--- src/rtl/stable_time_sort_engine_assert.svh ---
// Assertion macros shared by the stable time sort engine.
`ifndef STABLE_TIME_SORT_ENGINE_ASSERT_SVH
`define STABLE_TIME_SORT_ENGINE_ASSERT_SVH

// Check that a condition never holds while out of reset.
`define STSE_ASSERT_NEVER(lbl, cond) \
    lbl: assert property (@(posedge clk) disable iff (!rst_n) !(cond)) \
        else $error("sort engine check failed");

// Check that an antecedent is followed by a consequent in the next cycle.
`define STSE_ASSERT_NEXT(lbl, ante, cons) \
    lbl: assert property (@(posedge clk) disable iff (!rst_n) (ante) |=> (cons)) \
        else $error("sort engine check failed");

`endif

--- src/rtl/stse_pkg.sv ---
// Shared constants and controller/datapath interface types of the sort engine.
`timescale 1ns / 1ps
package stse_pkg;

    localparam int MAX_ENTRIES = 64;
    localparam int KEY_BITS    = 64;
    localparam int TIME_W      = 64;
    localparam int TAG_W       = 6;
    localparam int IDX_W       = $clog2(MAX_ENTRIES);
    localparam int CNT_W       = $clog2(MAX_ENTRIES + 1);
    localparam int CFG_IDX_W   = 2;
    localparam int S_DATA_W    = ((TIME_W + TAG_W + 7) / 8) * 8;
    localparam int M_DATA_W    = ((TAG_W + TIME_W + 7) / 8) * 8;

    // Configuration register indexes
    localparam logic [CFG_IDX_W-1:0] CFG_SORT_BY_TIME     = 2'd0;
    localparam logic [CFG_IDX_W-1:0] CFG_REVERSE_ORDER    = 2'd1;
    localparam logic [CFG_IDX_W-1:0] CFG_SUPPRESS_REORDER = 2'd2;

    typedef logic signed [KEY_BITS-1:0] key_t;
    typedef logic signed [TIME_W-1:0]   time_t;

    // Commands from controller to datapath
    typedef struct packed {
        logic load;          // write accepted request into the store
        logic scan_start;    // restart a selection pass
        logic scan_step;     // advance the selection pass
        logic direct_rd;     // address the store at the output position
        logic out_load_best; // move selected entry to the output register
        logic out_load_rd;   // move read data to the output register
        logic pos_adv;       // advance the output position
        logic run_done;      // clear run state after the final result
    } ctrl_cmd_t;

    // Status from datapath to controller
    typedef struct packed {
        logic sorted;    // time ordering in effect
        logic scan_done; // selection pass finished, best entry is final
        logic out_last;  // output register holds the final result
    } dp_status_t;

endpackage

--- src/rtl/stse_ctrl.sv ---
// Controller state machine of the sort engine: load, select, emit.
`timescale 1ns / 1ps
module stse_ctrl
    import stse_pkg::*;
(
    input  logic       clk,
    input  logic       rst_n,
    input  logic       in_valid,
    input  logic       in_last,
    output logic       in_ready,
    output logic       out_valid,
    input  logic       out_ready,
    input  dp_status_t status,
    output ctrl_cmd_t  cmd
);

    localparam logic [2:0] ST_LOAD = 3'd0;
    localparam logic [2:0] ST_SCAN = 3'd1;
    localparam logic [2:0] ST_DRD  = 3'd2;
    localparam logic [2:0] ST_DOUT = 3'd3;
    localparam logic [2:0] ST_HOLD = 3'd4;

    logic [2:0] state_reg;
    logic [2:0] state_next;

    // Hold state
    always_ff @(posedge clk or negedge rst_n)
    begin
        if (!rst_n)
        begin
            state_reg <= ST_LOAD;
        end
        else
        begin
            state_reg <= state_next;
        end
    end

    // Decode next state and commands
    always_comb
    begin
        state_next = state_reg;
        cmd        = '0;
        in_ready   = 1'b0;
        out_valid  = 1'b0;
        case (state_reg)
            ST_LOAD:
            begin
                in_ready = 1'b1;
                if (in_valid)
                begin
                    cmd.load = 1'b1;
                    if (in_last)
                    begin
                        if (status.sorted)
                        begin
                            cmd.scan_start = 1'b1;
                            state_next     = ST_SCAN;
                        end
                        else
                        begin
                            state_next = ST_DRD;
                        end
                    end
                end
            end
            ST_SCAN:
            begin
                cmd.scan_step = 1'b1;
                if (status.scan_done)
                begin
                    cmd.out_load_best = 1'b1;
                    state_next        = ST_HOLD;
                end
            end
            ST_DRD:
            begin
                cmd.direct_rd = 1'b1;
                state_next    = ST_DOUT;
            end
            ST_DOUT:
            begin
                cmd.out_load_rd = 1'b1;
                state_next      = ST_HOLD;
            end
            ST_HOLD:
            begin
                out_valid = 1'b1;
                if (out_ready)
                begin
                    if (status.out_last)
                    begin
                        cmd.run_done = 1'b1;
                        state_next   = ST_LOAD;
                    end
                    else
                    begin
                        cmd.pos_adv = 1'b1;
                        if (status.sorted)
                        begin
                            cmd.scan_start = 1'b1;
                            state_next     = ST_SCAN;
                        end
                        else
                        begin
                            state_next = ST_DRD;
                        end
                    end
                end
            end
            default:
            begin
                state_next = ST_LOAD;
            end
        endcase
    end

endmodule

--- config.mk ---
export PLATFORM = sky130hd
export DESIGN_NAME = stse_ctrl
export DESIGN_NICKNAME = d
export VERILOG_FILES = /design/src/rtl/stable_time_sort_engine_assert.svh /design/src/rtl/stse_pkg.sv /design/src/rtl/stse_ctrl.sv
export SDC_FILE = /design/constraint.sdc
export NUM_CORES = 1
export LEC_CHECK = 0
export ABC_AREA = 1
export BUFFER_PORTS_ARGS = -buffer_cell sky130_fd_sc_hd__buf_2
export CORE_AREA = 2 2 39 41
export CTS_CLUSTER_DIAMETER = 30
export DETAILED_ROUTE_END_ITERATION = 8
export DIE_AREA = 0 0 41 43
export HOLD_SLACK_MARGIN = 0.05
export MAX_ROUTING_LAYER = met4
export SLEW_MARGIN = 20
export SYNTH_ARGS = -nofsm -noshare
export SYNTH_HDL_FRONTEND = slang
export SYNTH_SLANG_ARGS = --single-unit
--- constraint.sdc ---
create_clock -name clk -period 1.2 [get_ports clk]
set_input_delay 0.06 -clock clk [delete_from_list [all_inputs] [get_ports clk]]
set_output_delay 0.06 -clock clk [all_outputs]
set_load 0.02 [all_outputs]
# Word-level counts from Yosys, hierarchy flattened

Cells that the tools add are included.

Bits in latches: 0
Output and inout port bits: 10
Bits in registers: 3
Bits in read-only memories: 0
Logic and storage cells: 36
Bits of input ports: 8
Memories kept: 0
RAM bits: 0

Bitwise operators: 0
Shift-type cells: 0
Divide/modulo/power cells: 0
Multiplexer cells: 25
$mul: 0
Reductions and logical operators: 2
Add/subtract/negate cells: 0
Equal/unequal tests: 8
Magnitude comparators: 0

Operator list:

| operator             | count |
|---|---|
| $mux W3              | 5 |
| $pmux W3 S5          | 1 |
| $mux W1              | 14 |
| $mux W2              | 4 |
| $ne A2 B2 Y1 const B | 4 |
| $eq A3 B2 Y1 const B | 2 |
| $reduce_and A4 Y1    | 1 |
| $eq A3 B1 Y1 const B | 1 |
| $eq A3 B3 Y1 const B | 1 |
| $logic_not A3 Y1     | 1 |
| $pmux W1 S2          | 1 |

# Longest topological paths before layout

Word-level depth: 4
Mapped depth: 7
Depth with buffers taken out: 7

# Least setup slack after synthesis

Ideal clock, no wire load.

Path kind: flip-flop to output port
Start point: reg state_reg[2]
End point: out cmd[0] in the netlist's numbering
Cell stages (with the launch flop): 3
Data required time: 1.140 ns
Buffers on the path: 0
Arrival time: 1.226 ns
Path slack: -0.086 ns
Path through: dfrtp_1 > inv_2 > nor4_1

RTL lines:

| item                     | line            | source |
|---|---|---|
| start: declaration       | stse_ctrl.sv:23 | `logic [2:0] state_reg;` |
| start signal: assignment | stse_ctrl.sv:35 | `state_reg <= state_next;` |
| end: declaration         | stse_ctrl.sv:14 | `output ctrl_cmd_t cmd` |

==> flow_summary.json <==
{
  "synth_nets": 60,
  "ys_ff_latch": 3,
  "num_rows": 14,
  "timing.final.crit_share_pct": 108.4,
  "crit_required_ns": 1.14,
  "cellLeakagePower_nw": 0.3357,
  "worstPathArrival_ns": 1.24,
  "cts_tree": "yes",
  "ir_drop_v": 0.001194,
  "grtUsageTotal_pct": 11.44,
  "yosys.area.top_type_share_pct": 23.44,
  "final_max_slew_viol_count": 0,
  "drv_cap": 0,
  "synth.avg_cell_area_um2": 6.160,
  "crit_chain": "inv_2, nand2_4, nor2_4, nand3_2, a21oi_2, buf_6",
  "diodes": 0,
  "hold_violations": 0,
  "drt-total-wl_um": 921,
  "r2r_setup_slack_ns": 0.02,
  "netlist_area_um2": 320.3,
  "worst_slew_pin_slew_ns": 0.1941,
  "largest_reg_flops": 3,
  "seq_area_frac_synth_pct": 23.44,
  "grt_pass1_wl_um": 1373,
  "cts_sinks": 3,
  "period_needed_ns": 1.301,
  "numCtsBuffers": 3,
  "end_kind": "primary output",
  "area_growth_pct": 81.25,
  "firstDrtPassIters": 4,
  "clkTransAtPathRegs_ns": 0.04,
  "grt_pass1_vias": 414,
  "postSynthCellCount": 52,
  "clockBufferDepth": 2,
  "final_common_cell": "buf_4",
  "violations": "setup timing",
  "status": "complete, but fails checks",
  "min_path_type": "in2async",
  "htree_num_levels": 1,
  "start_kind": "register",
  "setup.worst_path.class": "reg2out",
  "post_drt_wl_per_cell_um": 9.303,
  "clk_latency_ns": 0.23,
  "rr_endpoint": "state_reg[0]$_DFFE_PN0P_",
  "nets": 92,
  "drc": 0,
  "drive_above_1_share_pct": 55.42,
  "worst_slack_ns": -0.1008,
  "power_w": 0.001517,
  "rsz0062_at_grt": "yes",
  "clockRootBuffer": "clkbuf_4",
  "setup_tns_ns": -0.3782,
  "powerDensity_nw_per_um2": 2613,
  "dpl.hpwl_um": 667.2,
  "yosys_warnings": 0,
  "ios": 18,
  "grt.overflow.total": 0,
  "globalplace.congestion": 0.8739,
  "max_clock_freq_mhz": 768.8,
  "initial_core_util_pct": 23.15,
  "port_buffers": 17,
  "drt_iter0_markers": 3,
  "grt_max_degree": 9,
  "ys_top_cells_by_area": "dfrtp_1, nor2_1, nand3_1",
  "drtAntennaViolNets": 0,
  "critPathMaxFanout": 3,
  "reg2reg_from": "state_reg[1]$_DFFE_PN0P_",
  "layout_common_cells": "buf_4, nor2_1, buf_2",
  "cp_slowest_cell": "dfrtp_2",
  "reg2regPathDepth": 8,
  "die_h_um": 43,
  "skew_ns": 0.0004505,
  "core_area_um2": 1384,
  "relSlewSlack_pct": 86.95,
  "num_vias": 432,
  "die_area_um2": 1763,
  "nFillCells": 151,
  "die_w_um": 41,
  "yosys.area.top_type": "dfrtp_1",
  "setup_viol": 7,
  "avgViaCountPerCell": 4.364,
  "yosys.cell_types.count": 14,
  "antenna_found_initial": 0,
  "max_stage_delay_ns": 0.40
}
## worst max path at each step
stage                             start  endpoint  slack (ns)  cells after the start
5_1_grt        state_reg[0]$_DFFE_PN0P_    cmd[6]       -0.17                      6
4_1_cts        state_reg[0]$_DFFE_PN0P_    cmd[6]       -0.10                      6
3_5_place_dp   state_reg[0]$_DFFE_PN0P_    cmd[6]        0.07                      6
2_1_floorplan  state_reg[1]$_DFFE_PN0P_    cmd[6]        0.03                      5
6_report       state_reg[0]$_DFFE_PN0P_    cmd[6]       -0.10                      6
3_3_place_gp   state_reg[1]$_DFFE_PN0P_    cmd[6]        0.09                      6
## Yosys cell counts
cell / instances
inv_2: 4
nand3_1: 6
nor2_4: 2
and3_2: 1
inv_1: 8
o21ai_1: 1
dfrtp_1: 3
nand2_1: 8
o21ai_2: 1
nor2_1: 12
nand3_2: 3
a21oi_2: 1
nand2_2: 1
nor4_1: 1
## worst max-delay path, delay by kind of cell (launching register included)
family	cells	cell delay, ns
buf+inv	2	0.22
flops	1	0.40
compound gates	1	0.15
simple gates	3	0.24
## through the flow
stage               util (%)  hold WS [ns]  cells  setup slack (ns)  cell area [um^2]
floorplan                  -       -0.2356     52           0.02631             326.6
global placement       31.19       -0.1432     85           0.09385             431.7
detailed placement     31.19       -0.1422     85           0.06785             431.7
CTS                    40.24        0.1408     98           -0.1000             556.8
global route           41.95        0.1550     99           -0.1748             580.6
finish                 41.95        0.1593     99           -0.1008             580.6
## report_power, final
part / internal, W / switching, W
combinational: 0.000507 / 0.000637
sequential: 0.000153 / 0.0000469
clock: 0.000124 / 0.0000477
total: 0.000785 / 0.000732
## logic make-up (layout without fill, tap and decap cells)
kind of cell | count (synthesis) | after routing | share of synthesized area [%]
AOI/OAI and AO/OA | 3 | 3 | 7.031
DFF | 3 | 3 | 23.44
and+or+nand+nor | 34 | 34 | 55.47
buffers and inverters | 12 | 43 | 14.06
## timing repair
action / 4_1_cts / 5_1_grt
hold buffers: 1 / 0
setup endpoints to repair: 9 / 11
endpoints found under the hold margin: 3 / 0
gates cloned: 0 / 0
setup buffers: 8 / 1
resized for setup: 10 / 6
pin swaps: 2 / 4
## area by class of cell
type | instances | area, um^2 | area share (%)
multi-input combinational | 37 | 214.0 | 36.85
timing repair buffer | 27 | 195.2 | 33.62
sequential | 3 | 77.57 | 13.36
inverter | 12 | 47.55 | 8.190
clock buffer | 4 | 26.28 | 4.526
tap | 16 | 20.02 | 3.448
## layer usage
| layer | global-route usage (%) | vias up | share of wire, % |
|---|---|---|---|
| li1 | - | 223 | - |
| met1 | 11.00 | 199 | 40 |
| met2 | 20.31 | 10 | 56 |
| met3 | 1.571 | 0 | 3.9 |
| met4 | 6.000 | 0 | 0 |
| met5 | - | - | 0 |
(Power assumes the default switching activity.)
